`src/hw/rtl/ifr_pkg.sv`:
```
// Shared types and constants for the information frame receiver.
`default_nettype none
package ifr_pkg;

   localparam logic [7:0] FLAG_BYTE  = 8'h7E;
   localparam logic [7:0] ESC_BYTE   = 8'h7D;
   localparam logic [7:0] ESC_XOR    = 8'h20;
   localparam logic [7:0] RR_CODE    = 8'h05;
   localparam logic [7:0] REJ_CODE   = 8'h01;
   localparam logic [7:0] REPLY_ADDR = 8'h03;

   localparam int QDEPTH = 4;
   localparam int QPTR_W = 2;
   localparam int QCNT_W = 3;

   typedef enum logic [1:0] {
      PH_HUNT  = 2'd0,
      PH_FLAG  = 2'd1,
      PH_FRAME = 2'd2
   } phase_type;

   typedef enum logic {
      TOK_DATA  = 1'b0,
      TOK_CLOSE = 1'b1
   } tok_kind_type;

   // One classified event passed from the front end to the frame logic.
   typedef struct packed {
      tok_kind_type kind;
      logic [7:0]   data;
      logic         esc;
   } token_type;

   typedef enum logic {
      RES_BYTE    = 1'b0,
      RES_VERDICT = 1'b1
   } res_kind_type;

   typedef struct packed {
      res_kind_type kind;
      logic [7:0]   payload_byte;
      logic         accepted;
      logic [7:0]   reply_control;
      logic [7:0]   reply_check;
   } result_type;

endpackage
`default_nettype wire

```
`src/hw/rtl/ifr_front.sv`:
```
// Front end: flag hunting and escape removal, one token per useful byte.
`default_nettype none
module ifr_front (
   input  wire logic               clock,
   input  wire logic               reset,
   input  wire logic               in_valid,
   input  wire logic [7:0]         in_byte,
   input  wire logic               tok_ready,
   output logic                    in_ready,
   output logic                    tok_valid,
   output ifr_pkg::token_type      tok
);
   import ifr_pkg::*;

   phase_type phase_ff, phase_in;
   logic      esc_ff, esc_in;
   logic      take;
   logic      is_flag;

   assign in_ready = tok_ready;
   assign take     = in_valid && tok_ready;
   assign is_flag  = (in_byte == FLAG_BYTE);

   // Next state.
   always_comb begin
      phase_in = phase_ff;
      esc_in   = esc_ff;
      if (take) begin
         unique case (phase_ff)
            PH_FLAG, PH_FRAME: begin
               if (is_flag) begin
                  phase_in = (phase_ff == PH_FLAG) ? PH_FLAG : PH_HUNT;
                  esc_in   = 1'b0;
               end else begin
                  phase_in = PH_FRAME;
                  esc_in   = esc_ff ? 1'b0 : (in_byte == ESC_BYTE);
               end
            end
            default: begin
               esc_in = 1'b0;
               if (is_flag) begin
                  phase_in = PH_FLAG;
               end
            end
         endcase
      end
   end

   // Token outputs.
   always_comb begin
      tok_valid = 1'b0;
      tok.kind  = TOK_DATA;
      tok.data  = in_byte;
      tok.esc   = esc_ff;
      unique case (phase_ff)
         PH_FRAME: begin
            if (is_flag) begin
               tok_valid = in_valid;
               tok.kind  = TOK_CLOSE;
            end else if (esc_ff) begin
               tok_valid = in_valid;
               tok.data  = in_byte ^ ESC_XOR;
            end else begin
               tok_valid = in_valid && (in_byte != ESC_BYTE);
            end
         end
         PH_FLAG: begin
            // A flag right after a flag restarts the frame, which is already clear.
            if (!is_flag) begin
               tok_valid = in_valid && (in_byte != ESC_BYTE);
            end
         end
         default: begin
            tok_valid = 1'b0;
         end
      endcase
   end

   always_ff @(posedge clock) begin
      if (reset) begin
         phase_ff <= PH_HUNT;
         esc_ff   <= 1'b0;
      end else begin
         phase_ff <= phase_in;
         esc_ff   <= esc_in;
      end
   end

endmodule
`default_nettype wire

```
`src/hw/rtl/ifr_queue.sv`:
```
// Short token queue between the front end and the frame logic.
`default_nettype none
module ifr_queue (
   input  wire logic               clock,
   input  wire logic               reset,
   input  wire logic               push_valid,
   input  wire ifr_pkg::token_type push_tok,
   output logic                    push_ready,
   output logic                    pop_valid,
   output ifr_pkg::token_type      pop_tok,
   input  wire logic               pop_ready
);
   import ifr_pkg::*;

   token_type           mem [QDEPTH];
   logic [QPTR_W-1:0]   wr_ptr_ff, wr_ptr_in;
   logic [QPTR_W-1:0]   rd_ptr_ff, rd_ptr_in;
   logic [QCNT_W-1:0]   count_ff, count_in;
   logic                do_push, do_pop;

   assign push_ready = (count_ff != QCNT_W'(QDEPTH));
   assign pop_valid  = (count_ff != '0);
   assign pop_tok    = mem[rd_ptr_ff];
   assign do_push    = push_valid && push_ready;
   assign do_pop     = pop_valid && pop_ready;

   always_comb begin
      wr_ptr_in = do_push ? wr_ptr_ff + 1'b1 : wr_ptr_ff;
      rd_ptr_in = do_pop ? rd_ptr_ff + 1'b1 : rd_ptr_ff;
      count_in  = count_ff;
      if (do_push && !do_pop) begin
         count_in = count_ff + 1'b1;
      end else if (do_pop && !do_push) begin
         count_in = count_ff - 1'b1;
      end
   end

   always_ff @(posedge clock) begin
      if (do_push) begin
         mem[wr_ptr_ff] <= push_tok;
      end
   end

   always_ff @(posedge clock) begin
      if (reset) begin
         wr_ptr_ff <= '0;
         rd_ptr_ff <= '0;
         count_ff  <= '0;
      end else begin
         wr_ptr_ff <= wr_ptr_in;
         rd_ptr_ff <= rd_ptr_in;
         count_ff  <= count_in;
      end
   end

endmodule
`default_nettype wire

```
`src/hw/rtl/ifr_back.sv`:
```
// Frame logic: header capture, delayed payload forwarding, checks and reply.
`default_nettype none
module ifr_back (
   input  wire logic               clock,
   input  wire logic               reset,
   input  wire logic               tok_valid,
   input  wire ifr_pkg::token_type tok,
   output logic                    tok_ready,
   output logic                    res_valid,
   output ifr_pkg::result_type     res,
   input  wire logic               res_ready
);
   import ifr_pkg::*;

   logic [1:0]  hcount_ff, hcount_in;
   logic [7:0]  addr_ff, addr_in;
   logic [7:0]  ctrl_ff, ctrl_in;
   logic        hgood_ff, hgood_in;
   logic [7:0]  held_ff, held_in;
   logic        held_valid_ff, held_valid_in;
   logic [7:0]  xor_ff, xor_in;
   logic        seq_ff, seq_in;
   logic        res_valid_ff, res_valid_in;
   result_type  res_ff, res_in;
   logic        take;
   logic        emit;
   logic        acc;
   logic [7:0]  rc;
   logic [7:0]  expect_ctrl;

   assign tok_ready = !res_valid_ff || res_ready;
   assign take      = tok_valid && tok_ready;
   assign res_valid = res_valid_ff;
   assign res       = res_ff;

   assign expect_ctrl = {1'b0, ~seq_ff, 6'b0};
   assign acc = (hcount_ff == 2'd3) && hgood_ff && held_valid_ff &&
                (held_ff == xor_ff) && !tok.esc;
   assign rc  = {seq_ff, 7'b0} | (acc ? RR_CODE : REJ_CODE);

   always_comb begin
      hcount_in     = hcount_ff;
      addr_in       = addr_ff;
      ctrl_in       = ctrl_ff;
      hgood_in      = hgood_ff;
      held_in       = held_ff;
      held_valid_in = held_valid_ff;
      xor_in        = xor_ff;
      seq_in        = seq_ff;
      emit          = 1'b0;
      res_in        = '0;
      if (take) begin
         unique case (tok.kind)
            TOK_CLOSE: begin
               emit                 = 1'b1;
               res_in.kind          = RES_VERDICT;
               res_in.accepted      = acc;
               res_in.reply_control = rc;
               res_in.reply_check   = REPLY_ADDR ^ rc;
               if (acc) begin
                  seq_in = ~seq_ff;
               end
               hcount_in     = '0;
               addr_in       = '0;
               ctrl_in       = '0;
               hgood_in      = 1'b0;
               held_in       = '0;
               held_valid_in = 1'b0;
               xor_in        = '0;
            end
            default: begin
               unique case (hcount_ff)
                  2'd0: begin
                     addr_in   = tok.data;
                     hcount_in = 2'd1;
                  end
                  2'd1: begin
                     ctrl_in   = tok.data;
                     hcount_in = 2'd2;
                  end
                  2'd2: begin
                     hgood_in  = ((addr_ff ^ ctrl_ff) == tok.data) &&
                                 (ctrl_ff == expect_ctrl);
                     hcount_in = 2'd3;
                  end
                  default: begin
                     // Payload goes out one byte late so the check byte stays behind.
                     if (held_valid_ff) begin
                        emit                = 1'b1;
                        res_in.kind         = RES_BYTE;
                        res_in.payload_byte = held_ff;
                        xor_in              = xor_ff ^ held_ff;
                     end
                     held_in       = tok.data;
                     held_valid_in = 1'b1;
                  end
               endcase
            end
         endcase
      end
      if (emit) begin
         res_valid_in = 1'b1;
      end else if (res_ready) begin
         res_valid_in = 1'b0;
      end else begin
         res_valid_in = res_valid_ff;
      end
   end

   always_ff @(posedge clock) begin
      if (emit) begin
         res_ff <= res_in;
      end
   end

   always_ff @(posedge clock) begin
      if (reset) begin
         hcount_ff     <= '0;
         addr_ff       <= '0;
         ctrl_ff       <= '0;
         hgood_ff      <= 1'b0;
         held_ff       <= '0;
         held_valid_ff <= 1'b0;
         xor_ff        <= '0;
         seq_ff        <= 1'b1;
         res_valid_ff  <= 1'b0;
      end else begin
         hcount_ff     <= hcount_in;
         addr_ff       <= addr_in;
         ctrl_ff       <= ctrl_in;
         hgood_ff      <= hgood_in;
         held_ff       <= held_in;
         held_valid_ff <= held_valid_in;
         xor_ff        <= xor_in;
         seq_ff        <= seq_in;
         res_valid_ff  <= res_valid_in;
      end
   end

endmodule
`default_nettype wire

```
`src/hw/rtl/info_frame_receiver.sv`:
```
// Top level of the byte-stuffed information frame receiver.
//
// The req_ channel takes one raw line byte per beat. The front end hunts for
// the 0x7E flag and strips escape pairs, then hands data and closing-flag
// tokens through a four-entry queue to the frame logic. The rsp_ channel
// carries one beat per forwarded payload byte (tuser 0) and one verdict beat
// per closing flag (tuser 1) with the RR or REJ reply.
// Throughput is one byte per cycle while rsp_tready is high: the front end
// and the frame logic each handle one token a cycle, and a result sits in a
// single output register. The token for an accepted byte is written into
// the queue, and the frame logic then loads any result into the output
// register; earlier queued tokens or a stalled rsp_ can hold it back.
// When the receiver holds rsp_tready low, the output register holds its beat,
// the queue fills, and req_tready drops once four tokens are waiting.
// Reset is synchronous; it empties the queue, returns to flag hunting, clears
// the frame state and sets the receive sequence bit so that the first
// expected control byte is 0x00.
`default_nettype none
module info_frame_receiver (
   input  wire logic        clock,
   input  wire logic        reset,
   input  wire logic        req_tvalid,
   output logic             req_tready,
   input  wire logic [7:0]  req_tdata,   // rx_byte [7:0]
   output logic             rsp_tvalid,
   input  wire logic        rsp_tready,
   // payload_byte [7:0], accepted [8], reply_control [16:9],
   // reply_check [24:17], zero [31:25]
   output logic [31:0]      rsp_tdata,
   output logic             rsp_tuser    // kind [0]
);
   import ifr_pkg::*;

   logic       f_tok_valid;
   token_type  f_tok;
   logic       f_tok_ready;
   logic       q_valid;
   token_type  q_tok;
   logic       q_ready;
   result_type res;

   ifr_front u_front (
      .clock     (clock),
      .reset     (reset),
      .in_valid  (req_tvalid),
      .in_byte   (req_tdata),
      .tok_ready (f_tok_ready),
      .in_ready  (req_tready),
      .tok_valid (f_tok_valid),
      .tok       (f_tok)
   );

   ifr_queue u_queue (
      .clock      (clock),
      .reset      (reset),
      .push_valid (f_tok_valid),
      .push_tok   (f_tok),
      .push_ready (f_tok_ready),
      .pop_valid  (q_valid),
      .pop_tok    (q_tok),
      .pop_ready  (q_ready)
   );

   ifr_back u_back (
      .clock     (clock),
      .reset     (reset),
      .tok_valid (q_valid),
      .tok       (q_tok),
      .tok_ready (q_ready),
      .res_valid (rsp_tvalid),
      .res       (res),
      .res_ready (rsp_tready)
   );

   assign rsp_tuser = res.kind;
   assign rsp_tdata = {7'b0, res.reply_check, res.reply_control, res.accepted,
                       res.payload_byte};

endmodule
`default_nettype wire

```
`config.mk`:
```
export PLATFORM = sky130hd
export DESIGN_NAME = info_frame_receiver
export DESIGN_NICKNAME = d
export VERILOG_FILES = /design/src/hw/rtl/ifr_pkg.sv /design/src/hw/rtl/ifr_front.sv /design/src/hw/rtl/ifr_queue.sv /design/src/hw/rtl/ifr_back.sv /design/src/hw/rtl/info_frame_receiver.sv
export SDC_FILE = /design/constraint.sdc
export NUM_CORES = 1
export LEC_CHECK = 0
export ABC_CLOCK_PERIOD_IN_PS = 4400
export CAP_MARGIN = 5
export CORE_ASPECT_RATIO = 0.75
export CORE_UTILIZATION = 45
export DETAILED_ROUTE_END_ITERATION = 16
export DONT_BUFFER_PORTS = 1
export SYNTH_ARGS = -nofsm -noshare
export SYNTH_HDL_FRONTEND = slang
export SYNTH_HIERARCHICAL = 1
export SYNTH_SLANG_ARGS = --single-unit
```
`constraint.sdc`:
```
create_clock -name clock -period 4.4 [get_ports clock]
set_input_delay 0.44 -clock clock [delete_from_list [all_inputs] [get_ports clock]]
set_output_delay 0.44 -clock clock [all_outputs]
set_load 0.03 [all_outputs]
```
# Word-level counts from Yosys, hierarchy flattened
# Memories as Yosys holds them, arrays and structs flattened. A register that Yosys moved wholly into a read port is not among the register bits.
# Cells that the tools add are included.
dict set report word_totals {
  wordCells 129
  regBits 74
  input_bits 12
  out_inout_bits 35
  mem_bits_rw 40
  n_memories 1
}
dict set report op_classes {
  n_addsub 4
  reduce_logical 38
  n_mux 46
  bitwise 8
  n_eq_ne 13
}
# memory words width rd rd_clocked_by_memory_dff write_ports line_no
set memory_table {}
lappend memory_table {u_queue.mem 4 10 1 1 1 ifr_queue.sv:15} ;# token_type mem [QDEPTH];
# cell n
set op_table {}
lappend op_table {{$mux 8} 10}
lappend op_table {{$mux 1} 21}
lappend op_table {{$mux 9} 2}
lappend op_table {{$eq 8x7->1 const B} 2}
lappend op_table {{$eq 8x8->1} 2}
lappend op_table {{$xor 8x8->8} 2}
lappend op_table {{$reduce_and 2->1} 7}
lappend op_table {{$reduce_bool 2->1} 7}
lappend op_table {{$mux 2} 6}
lappend op_table {{$mux 6} 2}
lappend op_table {{$logic_and 1x1->1} 11}
lappend op_table {{$mux 3} 3}
lappend op_table {{$eq 8x7->1} 1}
lappend op_table {{$ne 8x7->1 const B} 1}
lappend op_table {{$or 8x8->8} 1}
lappend op_table {{$eq 2x2->1 const B} 3}
lappend op_table {{$pmux 2 s3} 1}
lappend op_table {{$reduce_and 3->1} 2}
lappend op_table {{$reduce_or 6->1} 1}
lappend op_table {{$add 2x1->2 const B} 2}
lappend op_table {{$eq 2x1->1 const B} 2}
lappend op_table {{$logic_not 1->1} 4}
lappend op_table {{$not 1->1} 4}
lappend op_table {{$reduce_bool 4->1} 1}
lappend op_table {{11 further kinds} 11}

# Longest topological paths before layout
# Gate-level depths: netlist (run 1).
dict set report depth {
  word_depth 10
  depth_mapped 12
  depth_no_buf 12
}

# Hierarchy
# Netlist (run 1), hierarchy kept.
# mod area_each_um2 seq_area_each_um2 instances cells_each
set modules_own_cells {}
lappend modules_own_cells {ifr_back 2411.1 1121.1 1 251}
lappend modules_own_cells {ifr_queue 1928.1 1381.3 1 100}
lappend modules_own_cells {ifr_front 344.1 60.1 1 44}
lappend modules_own_cells {info_frame_receiver 56.3 0.0 1 8}

# Least setup slack after synthesis (run 1)
# OpenSTA, ideal clock, no wires.
dict set report synth_timing {
  kind {input to register}
  startpoint {in req_tdata[5]}
  endpoint {reg u_queue.count_ff[2]}
  path_buffers 0
  setup_ns 0.070
  required_ns 4.330
  t_arrival_ns 2.541
  path_stages 11
  setup_slack_ns 1.789
  cell_sequence {and4b_4 and2_2 o22ai_1 and3b_1 a21boi_4 ha_1 inv_1 fa_1 xor2_1 or3_1 a21oi_1}
}
dict set report synth_between {
  elab_chain_cells 9
  elab_cells_between_ends 13
}
# item line_no
set synth_rtl {}
lappend synth_rtl {{start, declared} info_frame_receiver.sv:24} ;# input wire logic [7:0] req_tdata,
lappend synth_rtl {{$ne 8x7->1} {ifr_front.sv:64, ifr_front.sv:70}}
lappend synth_rtl {{$logic_and 1x1->1} {ifr_front.sv:64, ifr_front.sv:70}}
lappend synth_rtl {{$mux 1} ifr_front.sv:60} ;# end else if (esc_ff) begin
lappend synth_rtl {{$mux 1} ifr_front.sv:57} ;# if (is_flag) begin
lappend synth_rtl {{$pmux 1 s2 (*)} ifr_front.sv:55} ;# unique case (phase_ff)
lappend synth_rtl {{net f_tok_valid} info_frame_receiver.sv:34} ;# logic f_tok_valid;
lappend synth_rtl {{$logic_and 1x1->1 (*)} ifr_queue.sv:24} ;# assign do_push = push_valid && push_ready;
lappend synth_rtl {{net u_queue.do_push} ifr_queue.sv:19} ;# logic do_push, do_pop;
lappend synth_rtl {{$logic_not 1->1} ifr_queue.sv:33} ;# end else if (do_pop && !do_push) begin
lappend synth_rtl {{$logic_and 1x1->1} ifr_queue.sv:33}
lappend synth_rtl {{$reduce_bool 2->1 (no line)} --}
lappend synth_rtl {{end signal, assigned} ifr_queue.sv:52} ;# count_ff <= count_in;
lappend synth_rtl {{end, declared} ifr_queue.sv:18} ;# logic [QCNT_W-1:0] count_ff, count_in;
# Mark *: on every way through the listed nets, which the timed path passes. The rest lies on a longest branch.
# A chain may end at the register's enable or synchronous reset.

# Final worst setup path (run 1)
dict set report layout_timing {
  startpoint {reg u_front.phase_ff[0]}
  endpoint {reg u_queue.count_ff[2]}
}
dict set report layout_between {
  elab_chain_cells 6
  elab_cells_between_ends 9
}
# item line_no
set layout_rtl {}
lappend layout_rtl {{start, declared} ifr_front.sv:15} ;# phase_type phase_ff, phase_in;
lappend layout_rtl {{start signal, assigned} ifr_front.sv:84} ;# phase_ff <= phase_in;
lappend layout_rtl {{$eq 2x1->1 or $eq 2x2->1 (tied branches)} ifr_front.sv:55}
lappend layout_rtl {{$pmux 1 s2 (*)} ifr_front.sv:55}
lappend layout_rtl {{net f_tok_valid} info_frame_receiver.sv:34}
lappend layout_rtl {{$logic_and 1x1->1 (*)} ifr_queue.sv:24}
lappend layout_rtl {{net u_queue.do_push} ifr_queue.sv:19}
lappend layout_rtl {{$logic_not 1->1} ifr_queue.sv:33}
lappend layout_rtl {{$logic_and 1x1->1} ifr_queue.sv:33}
lappend layout_rtl {{$reduce_bool 2->1 (no line)} --}
# Marked as above.

==> results of run 1 <==
-- where the power goes --
group | total [uW] | switching (uW) | leakage (uW) | internal, uW
clock network | 814 | 360 | 0.000153 | 454
registers | 1260 | 167 | 0.000906 | 1090
logic | 684 | 403 | 0.000725 | 281
-- layout by cell type, fill, tap and decap left out, types with 2 or more instances in the layout --
cell type  synthesis  layout
ha_1              11      11
inv_6              0       4
o211ai_1           4       4
dfxtp_1           50      50
or4_1              3       3
nor2b_1            8       8
xor2_1             7       7
and3_1             5       5
nand3_1            5       5
inv_1              9       9
conb_1             2      17
nand3b_1           8       8
mux4_2            10      10
o21ai_0           12      12
nor4_1             3       3
nand2b_1           5       5
nor3_1             4       4
a21oi_1           23      23
nand2_1            3       3
nand4_1            2       2
and4b_1            2       2
nor2_1            39      39
and2_2             2       2
clkbuf_16          0       9
and2_1            17      17
edfxtp_1          52      52
o31ai_1            2       2
xnor2_1           21      21
a22oi_1           17      17
mux2i_1           10      10
-- how the worst max path moves through the flow --
stage / end / slack [ps] / cells past startpoint
final: u_queue/count_ff[2] / 1520 / 12
after global routing: u_queue/count_ff[2] / 1330 / 12
after CTS: u_queue/count_ff[2] / 1550 / 12
after detailed placement: u_queue/count_ff[2] / 1540 / 11
after global placement: u_back/ctrl_ff[2] / 1640 / 5
after floorplan: u_queue/count_ff[2] / 1790 / 11
-- cells in the mapped netlist (all sizes together), types with 5 or more instances --
cell,count,share of area [%]
a21oi,23,2.4
a22oi,17,2.7
and2,20,2.7
and3,5,0.66
buf,36,5.5
clkbuf,12,1.0
dfxtp,50,21
edfxtp,52,33
ha,11,2.9
inv,9,0.71
mux2i,10,2.1
mux4,10,4.8
nand2b,5,0.66
nand3,5,0.53
nand3b,8,1.3
nor2,40,3.2
nor2b,8,1.1
o21ai,12,1.3
xnor2,21,3.9
xor2,7,1.3
-- routing by layer --
metal | part of all wire [%] | vias up
li1 | - | 1354
met1 | 54 | 1395
met2 | 42 | 70
met3 | 3.6 | 7
met4 | 0.81 | 0
met5 | 0 | -
-- registers in the layout (all words and copies together) (netlist names), named ones only --
signal,flops
u_back/hcount_ff,2
u_back/addr_ff,8
u_queue/count_ff,3
u_queue/wr_ptr_ff,2
u_back/ctrl_ff,8
u_front/esc_ff,1
u_queue/rd_ptr_ff,2
u_back/res_valid,1
u_back/seq_ff,1
u_back/xor_ff,8
u_back/held_valid_ff,1
u_front/phase_ff,2
u_back/res,12
u_back/hgood_ff,1
u_back/held_ff,8
u_queue/mem,40
-- critical path: cells and delay by family (launching register included) --
family	cells	cell delay, ps
DFF	1	320
and+or+nand+nor	2	490
buffers and inverters	2	190
xor gates and xnor gates	1	180
adders and majority gates	3	960
AOI/OAI and AO/OA	4	690
-- cell type report --
class	instances	area [um^2]	area share (%)
well taps	136	170	3.42
repair buffers	1	7.51	0.151
inverters	9	33.8	0.679
multi-input cells	259	1890	38.0
clock inverters	7	85.1	1.71
clock buffers	9	225	4.53
flip-flops and latches	102	2560	51.5
-- per-stage QoR --
stage | utilization, % | cells | worst slack, ps | total power [uW] | cell area [um^2]
floorplan | - | 418 | 1790 | 1880 | 4800
CTS | 48.5 | 523 | 1550 | 2790 | 4970
global route | 48.5 | 523 | 1330 | 2900 | 4970
detailed placement | 45.5 | 507 | 1540 | 1960 | 4660
finish | 48.5 | 523 | 1520 | 2760 | 4970
global placement | 45.5 | 507 | 1640 | 1950 | 4660
-- kinds of logic after synthesis --
family | count (synthesis)
mux | 21
compound gates | 65
other cells | 2
fa+ha+maj | 12
simple gates | 116
xor+xnor | 28
flops | 102
buf+inv | 57
==> metrics.md, run 1 <==
| Metric | Value |
|---|---|
| Post-synthesis adder-cell area fraction | 3.33% |
| VDD IR max | ~220 uV |
| DRC | 0 |
| Simple-Gate Fraction of Synth Area | between 10% and 20% |
| Std-Cell Rows | 32 |
| EDFF count, synth | 52 |
| Vias in the first global route | 2629 |
| Multiplexer share of the synthesized area | 7.18% |
| PortBufs | 0 |
| Max-Cap Viols | 0 |
| DR iter-0 viols | 229 |
| CP max stage cell | fa_1 |
| Post-CTS Setup Repair Bufs | 0 |
| Core ar. | 10200 um^2 |
| First-pass GRT wire length | 14100 um |
| Vias per inst | 5.40 |
| Complex-gate fraction of the synthesized area | 8.98% |
| CTS tree | yes |
| CP required | 4680 ps |
| H-tree depth | 3 |
| Seq/Total Area, Yosys | 54.1% |
| Ys flop type | edfxtp_1 |
| Root buffer cell | clkbuf_16 |
| Hold Crit Depth | 1 |
| Antenna cell count | 0 |
| Num Clock Sinks | between 100 and 150 |
| Drt wl/cell | approximately 16 um |
| Worst path max stage delay | 430 ps |
| Critical path class | register to register |
| Setup TNS | 0 ps |
| Yosys cell types | between 50 and 60 |
| Worst Setup SP | u_front/phase_ff[0] |
| Largest net degree at the start of global routing | between 50 and 60 |
| Antenna violations before repair | 0 |
| Die Area | 11000 um^2 |
| FF-to-FF setup slack | 1520 ps |
| # nets final | 406 |
| Wirelength, routed | 8560 um |
| Ys Warns | 6 |
| GR Util met1 | 24.6% |
| Final estimated routing congestion in global placement | 0.836 |
| FMAX | 347 MHz |
| Final Hold Fails | 0 |
| Reg clk slew, reported paths | 70 ps |
| Fin crit period | 2880 ps |
| Worst-margin pin slew | 1080 ps |
| Total gr overflow | 0 |
| Final Skew | 10.1 ps |
| Grt met2 use | 24.4% |
| Leak pwr | 0.00178 uW |
| CTS-repair resized insts | 0 |
| Crit end category | register |
| Layout area overhead | 4.96% |
| Met3 Usage GRT | 4.48% |
| Asr flop ratio synth | 0% |
| Dpl hpwl | about 6000 um |
| Worst R2R End | u_queue/count_ff[2] |
| DRT Pass-1 Iters | 5 |
| RSZ-0062 raised after global routing | no |
| Reg2Reg Depth | 12 |
| XOR/XNOR Fraction of Synth Area | under 10% |
| Max-slew violation count | 0 |
| Status | completed |
| Vert. Die Dim | 90.9 um |
| Grt peak-use layer | met1 |
| Mapped cell area | ~4700 um^2 |
| Syn Inst Count | 403 |
| Crit-path max FO | 7 |
| Die Wd | 121 um |
| Routed via count | about 2.8k |
| Period utilisation layout | 65.4% |
| Worst path arrival time | ~3200 ps |
| Largest family of logic cells by synthesized area | simple AND/OR/NAND/NOR gates |
| Worst Hold End | u_queue/count_ff[2] |
| Number of buffers created by CTS | 9 |
| FF+latch count, synth | 102 |
| Share of cells above drive strength 1 | 9.56% |
| All-Layer GR Usage | 16.9% |
| # IOs | 47 |
| Pwr dens | 555 nW/um^2 |
| Mapped Avg Cell Area | 11.8 um^2 |
| Worst hold slack | between 150 and 200 ps |
| Hold path startpoint | reset |
| Hold Crit Class | input port to register |
| Reg2Reg Launch Point | u_front/phase_ff[0] |
| Crit-path cells | inv_1, ha_1, a21oi_1, o22ai_1, and3b_1, a21boi_4, ha_1, inv_1, fa_1, xor2_1, or3_1, a21oi_1 |
| Worst slew margin | 27.9% |
| # setup viols final | 0 |
| CTS max path bufs | 2 |
| Fill count | 934 |
| CP Launch Type | register |
| Initial Util | a little under half |
| Antenna-violating nets left | 0 |
| Clock latency at the later pin of the worst-skew pair | about 340 ps |
| Cts hold-fix bufs | 0 |
Power figures use the tool's default switching activity.
==> run 2: changes to the inputs <==
--- a/config.mk
+++ b/config.mk
@@ -5,7 +5,7 @@
 export SDC_FILE = /design/constraint.sdc
 export NUM_CORES = 1
 export LEC_CHECK = 0
-export ABC_CLOCK_PERIOD_IN_PS = 4400
+export ABC_CLOCK_PERIOD_IN_PS = 2700
 export CAP_MARGIN = 5
 export CORE_ASPECT_RATIO = 0.75
 export CORE_UTILIZATION = 45
==> constraint.sdc (replaced) <==
create_clock -name clock -period 2.7 [get_ports clock]
set_input_delay 0.27 -clock clock [delete_from_list [all_inputs] [get_ports clock]]
set_output_delay 0.27 -clock clock [all_outputs]
set_load 0.03 [all_outputs]
==> run 2 against run 1 <==
Effect of this change:
- register-to-register slack got worse by 1400 ps
- critical path depth unchanged
- non-clock buffer count up 17
- largest power group unchanged
- clock power grew 47%
- count of clock-buffer cells in the layout up 1
- flip-flop and latch count stayed put
==> metrics.md, run 2 (synthesized netlist as in run 1, its figures left out) <==
| Metric | Value |
|---|---|
| Final Total Pwr | 4470 uW |
| Crit end category | register |
| PortBufs | 0 |
| Layout area overhead | 7.60% |
| Largest register by flop count | u_queue/mem |
| FMAX | 389 MHz |
| Antenna-violating nets left | 0 |
| Hold Crit Class | input port to register |
| # setup viols final | 0 |
| Final Skew | 9.82 ps |
| Dpl hpwl | 6260 um |
| Fill count | 918 |
| DR iter-0 viols | 213 |
| CP Launch Type | register |
| DRC | 0 |
| Antenna violations before repair | 0 |
| Clock latency at the later pin of the worst-skew pair | about 340 ps |
| Crit-path cells | inv_2, ha_4, a21oi_1, o22ai_1, and3b_1, a21boi_4, ha_2, inv_1, fa_1, xor2_1, or3_1, a21oi_1 |
| Cell area after layout | 5100 um^2 |
| # IOs | 47 |
| Area of the multi-input gates | 1910 um^2 |
| Fin crit period | approximately 2600 ps |
| CTS max path bufs | 2 |
| Vert. Die Dim | 90.9 um |
| Largest register FFs | 40 |
| Bufs and invs on worst path | 2 |
| Crit-path max FO | 7 |
| Vias in the first global route | about 2.7k |
| Final Hold Fails | 0 |
| Die Wd | 121 um |
| Total gr overflow | 0 |
| Die Area | 11000 um^2 |
| Worst path arrival time | 2840 ps |
| Delay-heaviest family, CP | adder cells |
| Core ar. | 10200 um^2 |
| FF-to-FF setup slack | between 100 and 150 ps |
| Sequential Area | 2560 um^2 |
| Critical path class | register to register |
| Status | completed |
| Pwr dens | between 800 and 900 nW/um^2 |
| Leak pwr | between 0.0015 and 0.002 uW |
| Reg2Reg Launch Point | u_front/phase_ff[0] |
| First-pass GRT wire length | 14700 um |
| Reg clk slew, reported paths | around 70 ps |
| Drt wl/cell | 17.0 um |
| Top cell by count, worst path | a21oi_1 |
| All-Layer GR Usage | 17.8% |
| Std-Cell Rows | 32 |
| Num Clock Sinks | 102 |
| Max-slew violation count | 0 |
| Root buffer cell | clkbuf_16 |
| CP required | between 2000 and 3000 ps |
| Worst hold slack | roughly 15 ps |
| Worst-margin pin slew | 799 ps |
| Share of cells above drive strength 1 | 13.4% |
| DRT Pass-1 Iters | 4 |
| Worst Setup SP | u_front/phase_ff[0] |
| Worst slew margin | a little under half |
| Largest net degree at the start of global routing | 37 |
| Antenna cell count | 0 |
| Final worst setup slack | approximately 130 ps |
| Period utilisation layout | between 90% and 100% |
| Area post-placement | 4760 um^2 |
| Final estimated routing congestion in global placement | 0.817 |
| # nets final | 423 |
| Number of buffers created by CTS | 9 |
| Initial Util | about 46% |
| CP max stage cell | fa_1 |
| Vias per inst | between 5 and 6 |
| Worst path max stage delay | 430 ps |
| Dpl ws | slightly below 7 ps |
| CTS tree | yes |
| Routed via count | between 2k and 3k |
| Max-Cap Viols | 0 |
| H-tree depth | 3 |
| Hold path startpoint | req_tdata[2] |
| Wirelength, routed | 9180 um |
| VDD IR max | 371 uV |
| Commonest non-fill, non-tap cells in the layout | edfxtp_1 (52), dfxtp_1 (50), nor2_1 (39), a21oi_1 (23), xnor2_1 (21) |
| Most common cell after layout, fill and taps aside | edfxtp_1 |
## run 2: cell types whose count changed in the layout (fill, tap and decap cells not counted), sizes merged
cell / previous run / this run
buf: 1 / 16
bufinv: 1 / 0
clkbuf: 9 / 10
clkinv: 1 / 2
clkinvlp: 0 / 2
dlygate4sd3: 0 / 2
inv: 14 / 11
## run 2: power by group
group	internal, uW	leakage [uW]	switching [uW]
clock network	632	0.000129	570
logic	524	0.000813	710
registers	1780	0.000906	250
total	2940	0.00185	1530
## run 2: through the flow
stage               utilization, %  instances  TNS [ps]
finish                        49.8        540         0
global route                  49.8        540    -0.770
CTS                           49.5        538         0
detailed placement            46.5        520         0
global placement              46.5        520         0
floorplan                        -        418         0
## run 2: timing repair
item	CTS	global route
buffers inserted	0	1
cloned	0	0
hold buffers	2	1
pin swaps	0	0
setup endpoints to repair	1	1
endpoints found under the hold margin	36	2
gates resized for setup	1	3
## run 2: metal layers
layer | wire, um | part of all wire (%) | vias to the layer above | global-route usage (%)
met3 | 461 | 5.0 | 5 | 4.80
met1 | 4650 | 51 | 1396 | 26.2
met2 | 4000 | 44 | 89 | 25.3
met5 | 0 | 0 | - | 0
met4 | 71 | 0.77 | 0 | 5.04
li1 | - | - | 1391 | -
## run 2: cell type report
class	instances	share of cell area, %
Clock buffer	10	4.49
Clock inverter	6	0.908
Inverter	9	0.662
Multi-Input combinational cell	259	37.4
Sequential cell	102	50.2
Tap cell	136	3.34
Timing Repair Buffer	18	2.99
## run 2: worst paths after layout
| check | endpoint | cells after the start |
|---|---|---|
| setup reg to reg | u_queue/count_ff[2] | 12 |
| hold reg to reg | u_back/ctrl_ff[0] | 2 |
| hold / removal | u_queue/mem[3][3] | 0 |
| setup / recovery | u_queue/count_ff[2] | 12 |
